$ cat config.mk
export PLATFORM = sky130hd
export DESIGN_NAME = bptc_press_pipe
export DESIGN_NICKNAME = d
export VERILOG_FILES = /design/src/design/bptc_pkg.sv /design/src/design/bptc_press_pipe.sv
export SDC_FILE = /design/constraint.sdc
export NUM_CORES = 2
export LEC_CHECK = 0
export BUFFER_PORTS_ARGS = -buffer_cell sky130_fd_sc_hd__clkbuf_2
export CAP_MARGIN = 40
export CORE_UTILIZATION = 59
export DETAILED_ROUTE_END_ITERATION = 12
export PLACE_DENSITY_LB_ADDON = 0.2
export SYNTH_ARGS = -nofsm -noshare
export SYNTH_HDL_FRONTEND = slang
export SYNTH_SLANG_ARGS = --single-unit
export TNS_END_PERCENT = 1
$ cat constraint.sdc
create_clock -name i_clk -period 8.5 [get_ports i_clk]
set_input_delay 0.425 -clock i_clk [delete_from_list [all_inputs] [get_ports i_clk]]
set_output_delay 0.425 -clock i_clk [all_outputs]
set_load 0.02 [all_outputs]
$ cat src/design/bptc_pkg.sv
package bptc_pkg;

    // Field and datapath widths
    localparam int RawW     = 24;
    localparam int CalW     = 16;
    localparam int PresW    = 24;
    localparam int TempW    = 16;
    localparam int CfgIdxW  = 3;
    localparam int DtW      = 25;
    localparam int TW       = 24;
    localparam int WideW    = 48;
    localparam int AccW     = 72;
    localparam int SqW      = 40;
    localparam int PW       = 56;
    localparam int SensLoW  = 23;

    // Fixed points of the compensation
    localparam int TempRef  = 2000;
    localparam int TempLow  = -1500;
    localparam int TempMax  = 32767;
    localparam int TempMin  = -32768;
    localparam int PresMax  = 8388607;
    localparam int PresMin  = -8388608;
    localparam int TempDivSh = 23;
    localparam int SensDivSh = 21;

    typedef enum logic [CfgIdxW-1:0] {
        REG_SENS          = 3'd0,
        REG_OFFSET        = 3'd1,
        REG_SENS_TEMPCO   = 3'd2,
        REG_OFFSET_TEMPCO = 3'd3,
        REG_TREF          = 3'd4,
        REG_TEMP_SENS     = 3'd5,
        REG_VARIANT       = 3'd6
    } t_reg_idx;

    typedef enum logic [1:0] {
        VAR_FLOAT_A = 2'd0,
        VAR_FLOAT_B = 2'd1,
        VAR_INTEGER = 2'd2,
        VAR_WATER   = 2'd3
    } t_variant;

    typedef struct packed {
        logic [CalW-1:0] sens;
        logic [CalW-1:0] offset;
        logic [CalW-1:0] sens_tc;
        logic [CalW-1:0] offset_tc;
        logic [CalW-1:0] tref;
        logic [CalW-1:0] temp_sens;
        t_variant        variant;
    } t_cal;

    // Per-variant constants; every divisor is a power of two, kept as a shift
    typedef struct packed {
        logic [4:0] ko_sh;
        logic [4:0] dvo_sh;
        logic [4:0] ks_sh;
        logic [4:0] dvs_sh;
        logic       tm3;
        logic [5:0] tdv_sh;
        logic [5:0] a1;
        logic [2:0] b1_sh;
        logic [5:0] a2;
        logic [2:0] b2_sh;
        logic       extra;
        logic [4:0] e1;
        logic [1:0] f1_sh;
        logic [4:0] e2;
        logic [1:0] f2_sh;
        logic [3:0] dp_sh;
        logic       scale10;
    } t_coef;

    // Beat between the temperature and pressure halves
    typedef struct packed {
        logic [RawW-1:0]         d1;
        logic signed [TempW-1:0] temp;
        logic signed [WideW-1:0] off;
        logic signed [WideW-1:0] sens;
    } t_mid;

    function automatic t_coef coef_of(input t_variant v);
        t_coef c;
        c = '0;
        case (v)
            VAR_FLOAT_A: begin
                c = '{ko_sh: 5'd16, dvo_sh: 5'd7, ks_sh: 5'd15, dvs_sh: 5'd8,
                      tm3: 1'b0, tdv_sh: 6'd31, a1: 6'd5, b1_sh: 3'd1,
                      a2: 6'd5, b2_sh: 3'd2, extra: 1'b1, e1: 5'd7, f1_sh: 2'd0,
                      e2: 5'd11, f2_sh: 2'd1, dp_sh: 4'd15, scale10: 1'b0};
            end
            VAR_FLOAT_B: begin
                c = '{ko_sh: 5'd17, dvo_sh: 5'd6, ks_sh: 5'd16, dvs_sh: 5'd7,
                      tm3: 1'b0, tdv_sh: 6'd31, a1: 6'd61, b1_sh: 3'd4,
                      a2: 6'd2, b2_sh: 3'd0, extra: 1'b1, e1: 5'd15, f1_sh: 2'd0,
                      e2: 5'd8, f2_sh: 2'd0, dp_sh: 4'd15, scale10: 1'b0};
            end
            VAR_INTEGER: begin
                c = '{ko_sh: 5'd17, dvo_sh: 5'd6, ks_sh: 5'd16, dvs_sh: 5'd7,
                      tm3: 1'b1, tdv_sh: 6'd33, a1: 6'd61, b1_sh: 3'd4,
                      a2: 6'd29, b2_sh: 3'd4, extra: 1'b1, e1: 5'd17, f1_sh: 2'd0,
                      e2: 5'd9, f2_sh: 2'd0, dp_sh: 4'd15, scale10: 1'b0};
            end
            VAR_WATER: begin
                c = '{ko_sh: 5'd16, dvo_sh: 5'd7, ks_sh: 5'd15, dvs_sh: 5'd8,
                      tm3: 1'b1, tdv_sh: 6'd33, a1: 6'd3, b1_sh: 3'd1,
                      a2: 6'd5, b2_sh: 3'd3, extra: 1'b0, e1: 5'd0, f1_sh: 2'd0,
                      e2: 5'd0, f2_sh: 2'd0, dp_sh: 4'd13, scale10: 1'b1};
            end
            default: c = '0;
        endcase
        return c;
    endfunction

    // Signed divide by 2^k, truncating toward zero
    function automatic logic signed [AccW-1:0] trunc_shr(
        input logic signed [AccW-1:0] x,
        input logic [6:0]             k
    );
        logic signed [AccW-1:0] shr;
        logic [AccW-1:0]        mask;
        logic                   corr;
        shr  = x >>> k;
        mask = (AccW'(1) << k) - AccW'(1);
        corr = x[AccW-1] && ((x & mask) != '0);
        return shr + AccW'(corr);
    endfunction

endpackage

$ cat src/design/bptc_press_pipe.sv
module bptc_press_pipe (
    input  logic                              i_clk,
    input  logic                              i_rst_n,
    input  bptc_pkg::t_cal                    i_cal,
    input  logic                              i_in_valid,
    output logic                              o_in_ready,
    input  bptc_pkg::t_mid                    i_in,
    output logic                              o_out_valid,
    input  logic                              i_out_ready,
    output logic signed [bptc_pkg::PresW-1:0] o_pres,
    output logic signed [bptc_pkg::TempW-1:0] o_temp
);
    import bptc_pkg::*;

    localparam int NStg = 5;

    t_coef            coef;
    logic [NStg:1]    r_v;
    logic [NStg+1:1]  rdy;

    // stage 1: split product D1 * SENS
    logic [46:0]              r1_lo;
    logic signed [49:0]       r1_hi;
    logic signed [WideW-1:0]  r1_off;
    logic signed [TempW-1:0]  r1_temp;
    // stage 2: recombine
    logic signed [AccW-1:0]   r2_sum;
    logic signed [WideW-1:0]  r2_off;
    logic signed [TempW-1:0]  r2_temp;
    // stage 3: scale and remove offset
    logic signed [AccW-1:0]   n3_x;
    logic signed [PW-1:0]     r3_x;
    logic signed [TempW-1:0]  r3_temp;
    // stage 4: final divide
    logic signed [AccW-1:0]   n4_y;
    logic signed [PW-1:0]     r4_y;
    logic signed [TempW-1:0]  r4_temp;
    // stage 5: scale, saturate
    logic signed [PW-1:0]     n5_p;
    logic signed [PresW-1:0]  n5_sat, r5_pres;
    logic signed [TempW-1:0]  r5_temp;

    assign coef = coef_of(i_cal.variant);

    always_comb begin
        rdy[NStg+1] = i_out_ready;
        for (int k = NStg; k >= 1; k--) begin
            rdy[k] = !r_v[k] || rdy[k+1];
        end
    end

    always_ff @(posedge i_clk) begin
        if (!i_rst_n) begin
            r_v <= '0;
        end else begin
            if (rdy[1]) r_v[1] <= i_in_valid;
            for (int k = 2; k <= NStg; k++) begin
                if (rdy[k]) r_v[k] <= r_v[k-1];
            end
        end
    end

    // stage 1
    always_ff @(posedge i_clk) begin
        if (rdy[1]) begin
            r1_lo   <= i_in.d1 * i_in.sens[SensLoW-1:0];
            r1_hi   <= signed'({1'b0, i_in.d1}) * signed'(i_in.sens[WideW-1:SensLoW]);
            r1_off  <= i_in.off;
            r1_temp <= i_in.temp;
        end
    end

    // stage 2
    always_ff @(posedge i_clk) begin
        if (rdy[2]) begin
            r2_sum  <= (AccW'(r1_hi) <<< SensLoW) + AccW'(r1_lo);
            r2_off  <= r1_off;
            r2_temp <= r1_temp;
        end
    end

    // stage 3
    assign n3_x = trunc_shr(r2_sum, 7'(SensDivSh)) - AccW'(r2_off);
    always_ff @(posedge i_clk) begin
        if (rdy[3]) begin
            r3_x    <= n3_x[PW-1:0];
            r3_temp <= r2_temp;
        end
    end

    // stage 4
    assign n4_y = trunc_shr(AccW'(r3_x), 7'(coef.dp_sh));
    always_ff @(posedge i_clk) begin
        if (rdy[4]) begin
            r4_y    <= n4_y[PW-1:0];
            r4_temp <= r3_temp;
        end
    end

    // stage 5: times ten for the water variant
    always_comb begin
        n5_p = coef.scale10 ? (r4_y <<< 3) + (r4_y <<< 1) : r4_y;
        if (n5_p > PW'(PresMax)) begin
            n5_sat = PresW'(PresMax);
        end else if (n5_p < signed'(PW'(PresMin))) begin
            n5_sat = PresW'(PresMin);
        end else begin
            n5_sat = n5_p[PresW-1:0];
        end
    end
    always_ff @(posedge i_clk) begin
        if (rdy[5]) begin
            r5_pres <= n5_sat;
            r5_temp <= r4_temp;
        end
    end

    assign o_in_ready  = rdy[1];
    assign o_out_valid = r_v[NStg];
    assign o_pres      = r5_pres;
    assign o_temp      = r5_temp;
endmodule

Yosys cells after proc, flatten, opt, wreduce, memory -nomap -nowiden
Index checks and enable logic that the tools add are counted.
{ "word_totals": {"output_inout_bits": 42, "word_cells": 52, "ff_bits": 482} }
{ "classes": {"reduce_logical": 15, "muxes": 3, "bitwise_logic": 1, "eq_ne": 3, "add_sub_neg": 6, "order_cmp": 2, "mul": 2, "shift": 2} }
{ "op_table": {"columns": ["op", "count"], "rows": [
  ["$reduce_bool A72 Y1", 2],
  ["$add A72 B47 Y72", 1],
  ["$and A72 B72 Y72", 1],
  ["$shl A1 B4 Y72 const A", 1],
  ["$sub A72 B2 Y72 const B", 1],
  ["$add A56 B1 Y56", 1],
  ["$add A56 B56 Y56", 1],
  ["$gt A56 B24 Y1 const B", 1],
  ["$lt A56 B24 Y1 const B", 1],
  ["$mux W56", 1],
  ["$sshr A53 B4 Y56", 1],
  ["$sub A52 B48 Y53", 1],
  ["$add A51 B2 Y52", 1],
  ["$mul A25 B25 Y49", 1],
  ["$mul A24 B23 Y47", 1],
  ["$mux W24", 1],
  ["$pmux W5 S4", 1],
  ["$logic_not A1 Y1", 5],
  ["$logic_or A1 B1 Y1", 5],
  ["$eq A2 B2 Y1 const B", 2],
  ["$eq A2 B1 Y1 const B", 1],
  ["$logic_and A1 B1 Y1", 2],
  ["$logic_not A2 Y1", 1]
]} }

Depth between registers and ports, before layout
{ "depth": {"word_depth": 8, "depth_mapped": 31} }

Worst setup path before layout
OpenSTA, ideal clock, no wires.
{ "synth_timing": {"path_kind": "in2reg", "from": "input i_in[120] (netlist bit)", "to": "register r1_lo[37] (data pin)", "n_path_buf": 2, "setup_slack_ns": 0.760, "cell_stages": 29, "setup_time_ns": 0.259, "t_arrival_ns": 7.481, "path_cell_list": "clkbuf_1 > clkbuf_1 > nand2_1 > fa_1 > fa_1 > inv_1 > fa_1 > inv_1 > fa_1 > inv_1 > fa_1 > fa_1 > inv_1 > fa_1 > inv_1 > ha_1 > a21o_1 > a21o_1 > a21oi_1 > nor2b_1 > o21a_1 > o41ai_1 > o21ai_1 > a211o_1 > or3_1 > and3b_1 > or3_1 > a21oi_1 > xnor2_1"} }
{ "synth_via": {"elab_chain_cells": 1} }
{ "synth_rtl": {"columns": ["item", "line_no", "text"], "rows": [
  ["start: declaration", "bptc_press_pipe.sv:7", "input bptc_pkg::t_mid i_in,"],
  ["$mul A24 B23 Y47", "bptc_press_pipe.sv:66", "r1_lo <= i_in.d1 * i_in.sens[SensLoW-1:0];"],
  ["end signal: assignment", "bptc_press_pipe.sv:66", null],
  ["end: declaration", "bptc_press_pipe.sv:22", "logic [46:0] r1_lo;"]
]} }
No other way between the ends.
A chain may end at the register's enable or synchronous reset.

Final worst setup path
{ "layout_timing": {"from": "input i_in[122] (netlist bit)", "to": "register r1_lo[46] (data pin)"} }
The elaborated chain is that of the path after synthesis.

==> results.py <==
metrics = {
    "status": {
        "violations": "DRC",
        "status": "finished with violations",
    },
    "critical_path": {
        "cp_max_fo": 13,
        "cp-start-kind": "input pin",
        "cp_data_arrival_time_ps": 8130,
        "path_class": "in2reg",
        "required_ps": 8860,
        "crit_slowest_cell": "a2111oi_0",
        "path_common_cell": "fa_1",
        "worst_path_largest_cell_delay_ps": 670,
        "cp-end-kind": "register",
    },
    "yosys": {
        "synth_commonest_cells": "inv_1 (1186), fa_1 (965), nand2_1 (723), and2_1 (600), ha_1 (559)",
        "synth.top_cell.area_share_pct": 30.7,
        "seq_area_frac_synth_pct": 22.9,
        "synth.area.top_cells": "fa_1 (31%), edfxtp_1 (23%), ha_1 (11%), inv_1 (7.1%), and2_1 (6.0%)",
        "avgSynthCellArea_um2": 9.92,
        "synth-main-ff-cell": "edfxtp_1",
        "synth_top_cell_by_area": "fa_1",
        "yosysUniqueCellTypes": 97,
        "synth-async-reset-ratio_pct": 0,
        "synth.most_common_cell": "inv_1",
        "synth_warnings": 0,
        "syn_area_um2": 63000,
        "yosys_register_bits": 482,
        "synth-edff-count": 477,
        "synth_fp_nets": 8116,
        "syn_inst": 6354,
    },
    "grt": {
        "track_usage_pct": 29.4,
        "grt_pass1_wl_um": 249000,
        "antenna_found_initial": 0,
        "grt-ovfl-total": 0,
        "grt_pass1_vias": 47100,
        "grt_max_degree": 75,
    },
    "route": {
        "detail_route.vias_per_cell": 5.61,
        "met3WireLength_um": 11000,
        "dr.pass1.iters": 10,
        "highest_layer": "met4",
        "detail_route.wl_per_cell_um": 19.4,
        "drc_errors": 12,
        "wl_um": 154000,
        "dr_wl_met2_um": 73500,
        "drt_iter0_drc": 3008,
        "wl_met1_um": 62800,
        "ant_nets": 0,
        "num_vias": 44500,
    },
    "cells_and_area": {
        "syn_to_final_growth_pct": 7.77,
        "stdcell_area_um2": 67900,
        "drive_above_1_share_pct": 7.01,
        "nNetsFinal": 8256,
        "n_antenna_cell": 0,
    },
    "sta": {
        "setup_tns_ps": 0,
        "fmaxAchievable_mhz": 129,
        "final-max-slew-violation-count": 0,
        "finalCritPeriodShare_pct": 91.4,
        "worst_slew_pin_slew_ps": 957,
        "fin_crit_ps": 7770,
        "skew_ps": 30.3,
        "hold_viol": 0,
        "setup_viol": 0,
        "rsz0062_at_grt": "no",
        "timing.slew.headroom_pct": 36.2,
    },
    "floorplanning": {
        "core_area_um2": 106000,
        "fp-row-count": 119,
        "chipWidth_um": 329,
        "dieArea_um2": 108000,
        "die_y_um": 329,
        "initial_core_util_pct": 59.7,
        "ioPinCount": 280,
    },
    "clocking": {
        "cts_buffers": 46,
        "clk_pin_slew_worst_paths_ps": 70,
        "post_cts_resized": 0,
        "h-tree-depth": 2,
        "root_buffer": "clkbuf_16",
        "cts_tree": "done",
        "cts_post_setup_buffers_inserted": 0,
        "clock_latency_ps": 620,
        "cts_sinks": 482,
        "clockBufferDepth": 3,
    },
    "place": {
        "dpl-instance-area_um2": 65700,
        "port_buffers": 183,
        "gp_congestion": 0.951,
        "dp_hpwl_um": 122000,
    },
    "run": {
        "drv_cap": 0,
    },
    "worst_hold_path": {
        "hp-class": "in2reg",
    },
}
final timing paths:
| path | slack [ps] | cells past startpoint | start | to |
|---|---|---|---|---|
| setup reg to reg | 2090 | 20 | r2_sum[20] | r3_x[52] |
| hold / removal | 30 | 1 | i_in[49] | r1_off[1] |
| setup / recovery | 730 | 29 | i_in[122] | r1_lo[46] |
| hold reg to reg | 410 | 0 | r1_off[26] | r2_off[26] |
registers in the layout, summed over array words and instances (netlist names):
name	flops
r2_sum	72
r4_y	56
r3_x	53
r1_hi	49
r1_off	48
r2_off	48
r1_lo	47
o_pres	24
o_temp	16
r1_temp	16
r2_temp	16
r3_temp	16
r4_temp	16
r_v	5
per-stage QoR:
| step | hold slack [ps] | setup WS [ps] | util, % | std cells |
|---|---|---|---|---|
| final | 32.2 | 734 | 64.3 | 7921 |
| after floorplan | 400 | 760 | - | 6354 |
| after global routing | 9.68 | 316 | 64.3 | 7921 |
| after global placement | 401 | 286 | 62.2 | 7773 |
| after CTS | 0.851 | 779 | 64.3 | 7921 |
| after detailed placement | 405 | 134 | 62.2 | 7776 |
cell families after synthesis:
logic type                 Yosys count  synth area share (%)
and+or+nand+nor                   1888                  15.1
adders and majority gates         1524                  41.8
DFF                                482                  22.9
xor gates and xnor gates           236                  3.28
AOI/OAI and AO/OA                  730                  7.67
muxes                               30                 0.476
buffers and inverters             1464                  8.88
placed cells by master, fill, tap and decap left out, drive strengths merged, types with 158 or more instances in the layout:
master / netlist / final
inv: 1186 / 1190
nand2: 725 / 725
clkbuf: 252 / 231
nor2: 174 / 174
a21oi: 229 / 229
fa: 965 / 965
xnor2: 158 / 158
and2: 602 / 602
edfxtp: 477 / 477
ha: 559 / 559
area by class of cell:
type | instances | area, µm²
fillers | 8392 | 37600
multi-input cells | 4408 | 43000
clock buffers | 48 | 1160
inverters | 1186 | 4450
clock inverters | 36 | 462
flip-flops and latches | 482 | 14400
well taps | 1391 | 1740
repair buffers | 370 | 2640
critical path: cells and delay by family:
| family | cells | cell delay, ps |
|---|---|---|
| AO/OA/AOI/OAI | 11 | 2480 |
| XOR/XNOR | 1 | 90 |
| buffers and inverters | 7 | 780 |
| adder cells (fa/ha/maj) | 8 | 3880 |
| AND/OR/NAND/NOR | 2 | 450 |
routing by layer:
metal | track usage (%) | vias up
li1 | - | 20400
met4 | 11.5 | 0
met5 | 0 | -
met1 | 38.5 | 22100
met2 | 49.3 | 1603
met3 | 4.28 | 331
what timing repair did:
| action | 4_1_cts | 5_1_grt |
|---|---|---|
| endpoints found under the hold margin | 61 | 0 |
| hold buffers | 61 | 0 |
| setup endpoints to repair | 0 | 0 |
Power is not shown: default switching activity piles up to over one toggle a cycle in this logic, so the estimate is an artifact.
