===== src/design/bptc_pkg.sv =====
package bptc_pkg;

    // Field and datapath widths
    localparam int RawW     = 24;
    localparam int CalW     = 16;
    localparam int PresW    = 24;
    localparam int TempW    = 16;
    localparam int CfgIdxW  = 3;
    localparam int DtW      = 25;
    localparam int TW       = 24;
    localparam int WideW    = 48;
    localparam int AccW     = 72;
    localparam int SqW      = 40;
    localparam int PW       = 56;
    localparam int SensLoW  = 23;

    // Fixed points of the compensation
    localparam int TempRef  = 2000;
    localparam int TempLow  = -1500;
    localparam int TempMax  = 32767;
    localparam int TempMin  = -32768;
    localparam int PresMax  = 8388607;
    localparam int PresMin  = -8388608;
    localparam int TempDivSh = 23;
    localparam int SensDivSh = 21;

    typedef enum logic [CfgIdxW-1:0] {
        REG_SENS          = 3'd0,
        REG_OFFSET        = 3'd1,
        REG_SENS_TEMPCO   = 3'd2,
        REG_OFFSET_TEMPCO = 3'd3,
        REG_TREF          = 3'd4,
        REG_TEMP_SENS     = 3'd5,
        REG_VARIANT       = 3'd6
    } t_reg_idx;

    typedef enum logic [1:0] {
        VAR_FLOAT_A = 2'd0,
        VAR_FLOAT_B = 2'd1,
        VAR_INTEGER = 2'd2,
        VAR_WATER   = 2'd3
    } t_variant;

    typedef struct packed {
        logic [CalW-1:0] sens;
        logic [CalW-1:0] offset;
        logic [CalW-1:0] sens_tc;
        logic [CalW-1:0] offset_tc;
        logic [CalW-1:0] tref;
        logic [CalW-1:0] temp_sens;
        t_variant        variant;
    } t_cal;

    // Per-variant constants; every divisor is a power of two, kept as a shift
    typedef struct packed {
        logic [4:0] ko_sh;
        logic [4:0] dvo_sh;
        logic [4:0] ks_sh;
        logic [4:0] dvs_sh;
        logic       tm3;
        logic [5:0] tdv_sh;
        logic [5:0] a1;
        logic [2:0] b1_sh;
        logic [5:0] a2;
        logic [2:0] b2_sh;
        logic       extra;
        logic [4:0] e1;
        logic [1:0] f1_sh;
        logic [4:0] e2;
        logic [1:0] f2_sh;
        logic [3:0] dp_sh;
        logic       scale10;
    } t_coef;

    // Beat between the temperature and pressure halves
    typedef struct packed {
        logic [RawW-1:0]         d1;
        logic signed [TempW-1:0] temp;
        logic signed [WideW-1:0] off;
        logic signed [WideW-1:0] sens;
    } t_mid;

    function automatic t_coef coef_of(input t_variant v);
        t_coef c;
        c = '0;
        case (v)
            VAR_FLOAT_A: begin
                c = '{ko_sh: 5'd16, dvo_sh: 5'd7, ks_sh: 5'd15, dvs_sh: 5'd8,
                      tm3: 1'b0, tdv_sh: 6'd31, a1: 6'd5, b1_sh: 3'd1,
                      a2: 6'd5, b2_sh: 3'd2, extra: 1'b1, e1: 5'd7, f1_sh: 2'd0,
                      e2: 5'd11, f2_sh: 2'd1, dp_sh: 4'd15, scale10: 1'b0};
            end
            VAR_FLOAT_B: begin
                c = '{ko_sh: 5'd17, dvo_sh: 5'd6, ks_sh: 5'd16, dvs_sh: 5'd7,
                      tm3: 1'b0, tdv_sh: 6'd31, a1: 6'd61, b1_sh: 3'd4,
                      a2: 6'd2, b2_sh: 3'd0, extra: 1'b1, e1: 5'd15, f1_sh: 2'd0,
                      e2: 5'd8, f2_sh: 2'd0, dp_sh: 4'd15, scale10: 1'b0};
            end
            VAR_INTEGER: begin
                c = '{ko_sh: 5'd17, dvo_sh: 5'd6, ks_sh: 5'd16, dvs_sh: 5'd7,
                      tm3: 1'b1, tdv_sh: 6'd33, a1: 6'd61, b1_sh: 3'd4,
                      a2: 6'd29, b2_sh: 3'd4, extra: 1'b1, e1: 5'd17, f1_sh: 2'd0,
                      e2: 5'd9, f2_sh: 2'd0, dp_sh: 4'd15, scale10: 1'b0};
            end
            VAR_WATER: begin
                c = '{ko_sh: 5'd16, dvo_sh: 5'd7, ks_sh: 5'd15, dvs_sh: 5'd8,
                      tm3: 1'b1, tdv_sh: 6'd33, a1: 6'd3, b1_sh: 3'd1,
                      a2: 6'd5, b2_sh: 3'd3, extra: 1'b0, e1: 5'd0, f1_sh: 2'd0,
                      e2: 5'd0, f2_sh: 2'd0, dp_sh: 4'd13, scale10: 1'b1};
            end
            default: c = '0;
        endcase
        return c;
    endfunction

    // Signed divide by 2^k, truncating toward zero
    function automatic logic signed [AccW-1:0] trunc_shr(
        input logic signed [AccW-1:0] x,
        input logic [6:0]             k
    );
        logic signed [AccW-1:0] shr;
        logic [AccW-1:0]        mask;
        logic                   corr;
        shr  = x >>> k;
        mask = (AccW'(1) << k) - AccW'(1);
        corr = x[AccW-1] && ((x & mask) != '0);
        return shr + AccW'(corr);
    endfunction

endpackage


===== src/design/bptc_cfg_regs.sv =====
module bptc_cfg_regs (
    input  logic                         i_clk,
    input  logic                         i_rst_n,
    input  logic                         i_cfg_we,
    input  logic [bptc_pkg::CfgIdxW-1:0] i_cfg_idx,
    input  logic [bptc_pkg::CalW-1:0]    i_cfg_data,
    output bptc_pkg::t_cal               o_cal
);
    import bptc_pkg::*;

    t_cal r_cal;

    // Register writes; unknown index is dropped
    always_ff @(posedge i_clk) begin
        if (!i_rst_n) begin
            r_cal <= '0;
        end else if (i_cfg_we) begin
            case (t_reg_idx'(i_cfg_idx))
                REG_SENS:          r_cal.sens      <= i_cfg_data;
                REG_OFFSET:        r_cal.offset    <= i_cfg_data;
                REG_SENS_TEMPCO:   r_cal.sens_tc   <= i_cfg_data;
                REG_OFFSET_TEMPCO: r_cal.offset_tc <= i_cfg_data;
                REG_TREF:          r_cal.tref      <= i_cfg_data;
                REG_TEMP_SENS:     r_cal.temp_sens <= i_cfg_data;
                REG_VARIANT:       r_cal.variant   <= t_variant'(i_cfg_data[1:0]);
                default: ;
            endcase
        end
    end

    assign o_cal = r_cal;
endmodule


===== config.mk =====
export PLATFORM = sky130hd
export DESIGN_NAME = bptc_cfg_regs
export DESIGN_NICKNAME = d
export VERILOG_FILES = /design/src/design/bptc_pkg.sv /design/src/design/bptc_cfg_regs.sv
export SDC_FILE = /design/constraint.sdc
export NUM_CORES = 1
export LEC_CHECK = 0
export BUFFER_PORTS_ARGS = -buffer_cell sky130_fd_sc_hd__buf_2
export CORE_MARGIN = 2
export CORE_UTILIZATION = 37
export CTS_CLUSTER_SIZE = 20
export DETAILED_ROUTE_END_ITERATION = 10
export GPL_TIMING_DRIVEN = 0
export PLACE_DENSITY = 0.69
export RECOVER_POWER = 100
export SYNTH_ARGS = -nofsm -noshare
export SYNTH_HDL_FRONTEND = slang
export SYNTH_SLANG_ARGS = --single-unit

===== constraint.sdc =====
create_clock -name i_clk -period 1.14 [get_ports i_clk]
set_input_delay 0.114 -clock i_clk [delete_from_list [all_inputs] [get_ports i_clk]]
set_output_delay 0.114 -clock i_clk [all_outputs]
set_load 0.02 [all_outputs]

# After elaboration in Yosys (flattened, before gate mapping)
# Index checks and enable logic that the tools add are counted.
[totals]
reg_bits = 98
inputBits = 22
[op_classes]
n_eq_ne = 6
n_reduce_logical = 8
[op_table]
columns = ["cell", "n"]
rows = [
  ["AND reduction 2 bit", 7],
  ["equality test 3 bit (second input constant)", 3],
  ["equality test 3 x 2 -> 1 bit (second input constant)", 2],
  ["equality test 3 x 1 -> 1 bit (second input constant)", 1],
  ["zero test 3 bit", 1],
]

# Depth between registers and ports, before layout
# Gate-level depths: netlist of the first run.
[depth]
word_depth = 2
ltp_mapped = 5

# Least setup slack after synthesis of the first run
# Ideal clock, no wire load.
[synth_timing]
kind = "input port to flip-flop"
start = "in i_cfg_idx[0] in the netlist's numbering"
end = "reg r_cal, in the netlist o_cal[82]"
t_arrival_ps = 1041
t_required_ps = 1016
path_slack_ps = -26
stages = 4
path_buffers = 2
cell_sequence = "or4b_1 -> buf_6 -> buf_12 -> mux2i_1"
[synth_via]
elab_chain_len = 2
[synth_rtl]
columns = ["element", "line", "source"]
rows = [
  ["start, declared", "bptc_cfg_regs.sv:5", "input logic [bptc_pkg::CfgIdxW-1:0] i_cfg_idx,"],
  ["zero test 3 bit", "bptc_cfg_regs.sv:18", "case (t_reg_idx'(i_cfg_idx))"],
  ["AND reduction 2 bit (no line)", "n/a", ""],
  ["end, declared", "bptc_cfg_regs.sv:11", "t_cal r_cal;"],
]
# Every way passes these cells.
# A chain may end at the register's enable or synchronous reset.

# Final worst setup path of the first run
[layout_timing]
start = "in i_cfg_we"
end = "reg r_cal, in the netlist o_cal[72]"
[layout_via]
elab_chain_len = 1
[layout_rtl]
columns = ["element", "line", "source"]
rows = [
  ["start, declared", "bptc_cfg_regs.sv:4", "input logic i_cfg_we,"],
  ["AND reduction 2 bit (no line)", "n/a", ""],
]
# Every way passes these cells.

==> flow_summary.json, run 1 <==
{
  "outcome": "completed",
  "vias": 2852,
  "vias_per_cell": 4.72,
  "routed_wl_um": 9520,
  "io_buffer_count": 118,
  "cp.arrival_ns": 1.36,
  "synth_fp_nets": 364,
  "crit_path_end": "o_cal[72]$_SDFFE_PN0P_",
  "clockPowerShare_pct": 38.4,
  "fp.dieArea_um2": 10500,
  "slowest_delay_ns": 0.34,
  "slowest_stage": "nor4bb_1",
  "synth_most_common_cell": "nand2_1",
  "io_pins": 120,
  "cts_sinks": 98,
  "num_rows": 35,
  "netSwitchingPower_uw": 1630,
  "finalHoldViolCount": 0,
  "start_util_pct": 38.5,
  "cts_setup_buffers": 0,
  "ys_seq_elements": 98,
  "drive_above_1_share_pct": 22.1,
  "fin_cells": 604,
  "dr.pass1.iters": 4,
  "synth-edff-count": 0,
  "die_w_um": 102,
  "grt_max_degree": 17,
  "coreArea_um2": 9280,
  "clk_latency_ns": 0.36,
  "power_uw": 6590,
  "cts_tree": "built",
  "required_ns": 1.42,
  "final_core_util_pct": 48.3,
  "start_kind": "input port",
  "wl_per_cell_um": 15.8,
  "syn_avg_cell_area_um2": 10.4,
  "overflow": 0,
  "seq_area_frac_synth_pct": 54.9,
  "crit_start": "i_cfg_we",
  "yosysTopAreaCell": "dfxtp_1",
  "crit_path_end_kind": "register",
  "r2r_cells": 2,
  "rrSetupSlack_ns": 0.50,
  "synth_ff_type": "dfxtp_1",
  "design_area_um2": 4490,
  "finalCritPeriodShare_pct": 94.9,
  "dpl.cell_count": 589,
  "synthCells": 342,
  "synth.distinct_cells": 13,
  "synth_top_area_share_pct": 54.9,
  "grt_first_pass_wirelength_um": 14600,
  "finalWeightedCongestion": 0.793,
  "async_reset_ff_share_pct": 0,
  "fmax_mhz": 924,
  "antenna_left": 0,
  "critPathKind": "input port to register",
  "drtIter0Drc": 56,
  "hpwl_um": 7030,
  "period_minus_slack_ns": 1.08,
  "die_y_um": 102,
  "min_path_type": "input port to register",
  "clockBufferDepth": 2,
  "power.density_nw_per_um2": 1470,
  "synthTopCellsByArea": "dfxtp_1 55%, mux2i_1 27%, nand2_1 12%, buf_2 1.3%, clkbuf_1 1.2%",
  "track_usage_pct": 18.7,
  "antenna_found_initial": 0,
  "clkSlewWorstSetupHoldPaths_ns": 0.09,
  "largest_reg_flops": 98,
  "p_sw_share_pct": 24.7,
  "regToRegStartpoint": "o_cal[65]$_SDFFE_PN0P_",
  "drc_errors": 0,
  "grt_pass1_vias": 2840,
  "finalSetupViolations": 0,
  "worst_slew_pin_slew_ns": 0.485,
  "p_leak_uw": 0.00229,
  "maxCapViolations": 0,
  "p_int_uw": 4970,
  "fin_worst_skew_ns": 0,
  "r2r_end": "o_cal[65]$_SDFFE_PN0P_",
  "p_comb_share_pct": 8.0,
  "worstPathMaxFanout": 10,
  "clockRootBuffer": "clkbuf_8",
  "final_max_slew_viol_count": 0,
  "synth_common_cells": "114 x nand2_1, 98 x dfxtp_1, 98 x mux2i_1",
  "ir_worst_vdd_v": 0.000687,
  "placed_area_um2": 4330,
  "area_growth_pct": 25.6,
  "numCtsBuffers": 9,
  "ys_warn_count": 0,
  "htreeDepth": 3,
  "whs_path_depth": 3,
  "final_nets": 493,
  "p_seq_share_pct": 53.6,
  "num_antenna_cells": 0,
  "crit_chain": "buf_2 > nor4bb_1 > clkbuf_4 > buf_4 > mux2i_1",
  "synth_area_um2": 3570,
  "max_slew_margin_pct": 67.7
}
-- power groups by stage --
stage / sequential [uW] / combinational (uW) / clock (uW)
detailed placement: 3610 / 542 / 0
CTS: 3530 / 544 / 2580
floorplan: 3700 / 234 / 0
global placement: 3610 / 533 / 0
finish: 3540 / 526 / 2530
global route: 3550 / 569 / 2730
-- final cells by class --
cell class              instances  area (um2)
fillers                       944        4800
flip-flops and latches         98        1960
multi-input cells             219        1480
repair buffers                118         531
well taps                     129         161
clock buffers                  10         138
plain buffers                  25         133
clock inverters                 5        85.1
-- metrics by stage --
stage	setup WS (ns)	setup TNS, ns	hold slack (ns)
finish	0.0577	0	0.138
global route	-0.0181	-0.0404	0.164
CTS	0.0233	0	0.126
detailed placement	-0.421	-28.93	0.449
global placement	-0.374	-25.95	0.442
floorplan	-0.00955	-0.0838	0.357
-- placed cells by master, fill, tap and decap left out --
master      count
clkbuf_1       53
mux2i_1        98
clkbuf_8       10
clkbuf_4        1
buf_2          31
nand4b_1        3
nor4bb_1        1
nand4bb_1       2
clkinvlp_4      1
or4b_1          1
clkbuf_2       55
dfxtp_1        98
buf_6           1
bufinv_16       2
buf_4           2
nand2_1       114
inv_6           2
-- routing by layer --
metal	GRT usage [%]	vias up	wire [um]
li1	-	1396	-
met2	31.5	73	4570
met1	23.1	1370	4240
met5	0	-	0
met4	7.18	0	167
met3	4.38	13	544
-- how the worst min path moves through the flow --
stage                                start                     end  slack [ns]
global placement    o_cal[79]$_SDFFE_PN0P_  o_cal[79]$_SDFFE_PN0P_        0.44
floorplan                    i_cfg_data[2]  o_cal[84]$_SDFFE_PN0P_        0.36
finish                       i_cfg_data[2]  o_cal[84]$_SDFFE_PN0P_        0.14
detailed placement  o_cal[19]$_SDFFE_PN0P_  o_cal[19]$_SDFFE_PN0P_        0.45
CTS                         i_cfg_data[15]  o_cal[97]$_SDFFE_PN0P_        0.13
global route                 i_cfg_data[2]  o_cal[36]$_SDFFE_PN0P_        0.16
-- cells by family after synthesis --
family                 count (synthesis)  synth area share (%)
buffers and inverters                 25                  3.71
AND/OR/NAND/NOR                      121                  13.9
multiplexers                          98                  27.5
flip-flops                            98                  54.9
-- worst max-delay path, delay by kind of cell --
kind	cells	cell delay, ns
buffers and inverters	3	0.69
muxes	1	0.21
and+or+nand+nor	1	0.34
-- repair_timing --
item / 4_1_cts / 5_1_grt
endpoints found under the hold margin: 0 / 0
setup endpoints to repair: 12 / 49
gates resized for setup: 2 / 12
hold buffers: 0 / 0
pin swaps: 0 / 0
(Power assumes the default switching activity.)
==> run 2, diff against run 1 <==
RECOVER_POWER = default   (was 100)
==> run 2 against run 1 <==
Net effect:
- combinational power up 3%
- clock-buffer cell count did not move
- maximum frequency rose by 1.3%
- via count shrank 1.1%
- register-to-register slack hardly changed
- clock skew unchanged
- sequential power is essentially flat
- clock power about the same
- non-clock buffer count stayed put
- routed wire length shrank 0.27%
==> flow_summary.json, run 2 (synthesis gave the netlist of run 1 again) <==
{
  "holdBufCountCts": 0,
  "finalSetupViolations": 0,
  "final_common_cell": "buf_2",
  "fp.dieArea_um2": 10500,
  "dr.pass1.iters": 4,
  "grt_pass1_vias": 2840,
  "cts_setup_buffers": 0,
  "finalWeightedCongestion": 0.793,
  "area_growth_pct": 27.7,
  "fin_worst_skew_ns": 0,
  "hold_ws_ns": 0.136,
  "grt_first_pass_wirelength_um": 14600,
  "period_minus_slack_ns": 1.07,
  "fin_ws_ns": 0.0721,
  "crit_path_end_kind": "register",
  "num_rows": 35,
  "num_antenna_cells": 0,
  "cts_tree": "built",
  "clockRootBuffer": "clkbuf_8",
  "die_w_um": 102,
  "ir_worst_vdd_v": 0.000688,
  "largest_reg_flops": 98,
  "final.setup.tns_ns": 0,
  "die_y_um": 102,
  "finalCritPeriodShare_pct": 93.7,
  "clockBufferDepth": 2,
  "grt_max_degree": 17,
  "slowest_stage": "nor4bb_1",
  "max_slew_margin_pct": 68.0,
  "htreeDepth": 3,
  "dpl_worst_slack_ns": -0.421,
  "finalHoldViolCount": 0,
  "min_path_type": "input port to register",
  "drtIter0Drc": 56,
  "io_buffer_count": 118,
  "slowest_delay_ns": 0.33,
  "track_usage_pct": 18.7,
  "cp.arrival_ns": 1.35,
  "placed_area_um2": 4330,
  "fmax_mhz": 936,
  "coreArea_um2": 9280,
  "final_nets": 493,
  "hpwl_um": 7030,
  "start_kind": "input port",
  "vias": 2820,
  "design_area_um2": 4560,
  "overflow": 0,
  "start_util_pct": 38.5,
  "antenna_left": 0,
  "routed_wl_um": 9500,
  "vias_per_cell": 4.67,
  "outcome": "completed",
  "cts_sinks": 98,
  "drive_above_1_share_pct": 32.4,
  "critPathKind": "input port to register",
  "wl_per_cell_um": 15.7,
  "p_leak_uw": 0.00254,
  "final_cell_mix": "127 x buf_2, 114 x nand2_1, 98 x mux2i_1, 98 x dfxtp_1, 10 x clkbuf_8",
  "required_ns": 1.42,
  "power.density_nw_per_um2": 1450,
  "maxCapViolations": 0,
  "worst_slew_pin_slew_ns": 0.481,
  "antenna_found_initial": 0,
  "clkSlewWorstSetupHoldPaths_ns": 0.09,
  "drc_errors": 0,
  "io_pins": 120,
  "final_max_slew_viol_count": 0,
  "crit_chain": "buf_2 > nor4bb_1 > clkbuf_4 > buf_4 > mux2i_1",
  "clk_latency_ns": 0.35,
  "numCtsBuffers": 9,
  "worstPathMaxFanout": 10
}
run 2: cell types whose count changed in the layout (fill, tap and decap cells not counted), sizes merged:
| cell | before | now |
|---|---|---|
| clkbuf | 119 | 23 |
| buf | 34 | 130 |
run 2: path summary, 6_finish.rpt:
path	start	end	slack, ns	cells after the start
setup reg to reg	o_cal[5]$_SDFFE_PN0P_	o_cal[5]$_SDFFE_PN0P_	0.51	2
hold / removal	i_cfg_data[15]	o_cal[97]$_SDFFE_PN0P_	0.14	3
setup / recovery	i_cfg_we	o_cal[72]$_SDFFE_PN0P_	0.07	5
hold reg to reg	o_cal[67]$_SDFFE_PN0P_	o_cal[67]$_SDFFE_PN0P_	0.46	2
run 2: worst max-delay path, delay by kind of cell:
kind | cells | cell delay [ns]
buf+inv | 3 | 0.68
mux | 1 | 0.21
simple gates | 1 | 0.33
run 2: metal layers:
metal,share of wire (%),track usage (%),wire [um],vias to the layer above
met5,0,0,0,-
met4,1.5,7.18,140,0
met3,5.2,4.38,496,11
met2,48,31.5,4590,73
met1,45,23.1,4270,1343
li1,-,-,-,1393
run 2: layout make-up:
class	instances	area, um2
multi-input cells	219	1480
repair buffers	118	591
clock buffers	10	138
clock inverters	5	85.1
fillers	916	4720
flip-flops and latches	98	1960
plain buffers	25	145
well taps	129	161
run 2: report_power, final:
group          internal [uW]  leakage (uW)  switching [uW]
logic                    183       0.00164             358
registers               3500      0.000793            37.2
clock network           1300      0.000109            1220
total                   4980       0.00254            1610
run 2: timing repair:
action	4_1_cts	5_1_grt
pin swaps	0	0
endpoints found under the setup margin	12	49
resized for setup	2	12
run 2: through the flow:
step	cells	util, %	total power [uW]
after floorplan	342	-	3940
after global placement	589	46.6	4140
after detailed placement	589	46.6	4160
after CTS	604	49.0	6660
after global routing	604	49.2	6850
final	604	49.2	6590
==> run 3, diff against run 2 <==
CORE_UTILIZATION = 31   (was 37)
PLACE_DENSITY = 0.61   (was 0.69)
==> run 3 against run 2 <==
Net effect:
- critical path depth unchanged
- total power increased by 15%
- utilization decreased by 7.5 points
- largest power group unchanged
- highest routed layer unchanged
==> flow_summary.json, run 3 (synthesis gave the netlist of run 1 again) <==
{
  "outcome": "completed",
  "final_nets": 493,
  "clockRootBuffer": "clkbuf_16",
  "clockPowerShare_pct": 46.3,
  "antenna_found_initial": 0,
  "finalSetupViolations": 0,
  "htreeDepth": 3,
  "fillCellCount": 1164,
  "fmax_mhz": 977,
  "maxCapViolations": 0,
  "critPathBufInv": 3,
  "crit_path_end_kind": "register",
  "area_growth_pct": 31.9,
  "required_ns": 1.35,
  "crit_chain": "buf_2 > or4b_4 > buf_6 > buf_12 > mux2i_1",
  "fin_worst_skew_ns": 0,
  "num_rows": 39,
  "final_common_cell": "buf_2",
  "slowest_stage": "or4b_4",
  "start_util_pct": 31.6,
  "p_seq_share_pct": 46.5,
  "p_leak_uw": 0.00261,
  "dr.pass1.iters": 4,
  "antenna_left": 0,
  "finalCritPeriodShare_pct": 89.8,
  "cts_tree": "built",
  "p_int_uw": 5850,
  "final_core_util_pct": 41.6,
  "finalHoldViolCount": 0,
  "holdBufCountCts": 0,
  "final_cell_mix": "128 x buf_2, 114 x nand2_1, 98 x mux2i_1, 98 x dfxtp_1, 9 x clkbuf_16",
  "p_sw_share_pct": 23.0,
  "hold_ws_ns": 0.182,
  "p_comb_share_pct": 7.2,
  "numCtsBuffers": 9,
  "fp.dieArea_um2": 12400,
  "wl_per_cell_um": 16.1,
  "crit_family": "simple AND/OR/NAND/NOR gates",
  "rrSetupSlack_ns": 0.52,
  "overflow": 0,
  "cp.arrival_ns": 1.24,
  "final_max_slew_viol_count": 0,
  "drc_errors": 0,
  "routed_wl_um": 9990,
  "grt_first_pass_wirelength_um": 15600,
  "cts_sinks": 98,
  "io_buffer_count": 118,
  "critPathKind": "input port to register",
  "start_kind": "input port",
  "worstPathMaxFanout": 10,
  "netSwitchingPower_uw": 1750,
  "drive_above_1_share_pct": 32.8,
  "fin_ws_ns": 0.116,
  "dpl_worst_slack_ns": -0.560,
  "slowest_delay_ns": 0.54,
  "io_pins": 120,
  "coreArea_um2": 11300,
  "worst_slew_pin_slew_ns": 0.595,
  "finalWeightedCongestion": 0.745,
  "grt_max_degree": 18,
  "track_usage_pct": 16.2,
  "max_slew_margin_pct": 60.4,
  "vias": 2801,
  "period_minus_slack_ns": 1.02,
  "grt_pass1_vias": 2892,
  "num_antenna_cells": 0,
  "vias_per_cell": 4.53,
  "rsz0062_at_grt": "no",
  "die_y_um": 111,
  "ir_worst_vdd_v": 0.000633,
  "clkSlewWorstSetupHoldPaths_ns": 0.07,
  "hpwl_um": 7220,
  "min_path_type": "input port to register",
  "clockBufferDepth": 2,
  "drtIter0Drc": 62,
  "largest_reg_flops": 98,
  "clk_latency_ns": 0.33,
  "power.density_nw_per_um2": 1610,
  "die_w_um": 111
}
[run 3: what timing repair did]
item | CTS | global route
setup endpoints to repair | 64 | 61
hold endpoints to repair | 0 | 0
resized for setup | 6 | 8
buffers inserted | 0 | 0
gates cloned | 0 | 0
[run 3: power groups by stage]
stage	Sequential (uW)	Clock [uW]	Combinational, uW
detailed placement	3610	0	552
finish	3530	3520	549
floorplan	3700	0	234
CTS	3530	3590	556
global placement	3610	0	544
global route	3540	3710	598
[run 3: layer usage]
layer | vias to the layer above | part of all wire, % | track usage, %
met5 | - | 0 | 0
met4 | 0 | 2.0 | 6.34
met3 | 14 | 5.5 | 4.46
met2 | 73 | 47 | 26.5
li1 | 1398 | - | -
met1 | 1316 | 46 | 20.5
[run 3: path summary, 6_finish.rpt]
check,endpoint,depth (start not counted),start
worst min register to register,o_cal[95]$_SDFFE_PN0P_,2,o_cal[95]$_SDFFE_PN0P_
worst max register to register,o_cal[51]$_SDFFE_PN0P_,2,o_cal[51]$_SDFFE_PN0P_
worst max-delay path,o_cal[82]$_SDFFE_PN0P_,5,i_cfg_idx[0]
worst min-delay path,o_cal[14]$_SDFFE_PN0P_,3,i_cfg_data[12]
[run 3: worst min-delay path, stage by stage]
cell,delay [ns]
buf_2,0.07
nand2_1,0.14
mux2i_1,0.15
[run 3: cell type report]
cell class                      count  area, um2  area share, %
Clock buffer                        9        225           4.78
Multi-Input combinational cell    219       1480           31.4
Tap cell                          143        179           3.80
Timing Repair Buffer              118        591           12.5
Buffer                             25        150           3.19
Clock inverter                      7        125           2.65
Sequential cell                    98       1960           41.6
[run 3: per-stage QoR]
step	std cells	instance area [um2]	total power (uW)	setup TNS, ns
3_5_place_dp	603	4350	4170	-36.93
4_1_cts	619	4700	7680	0
6_report	619	4710	7600	0
5_1_grt	619	4710	7850	0
2_1_floorplan	342	3580	3940	-0.0838
3_3_place_gp	603	4350	4160	-31.43
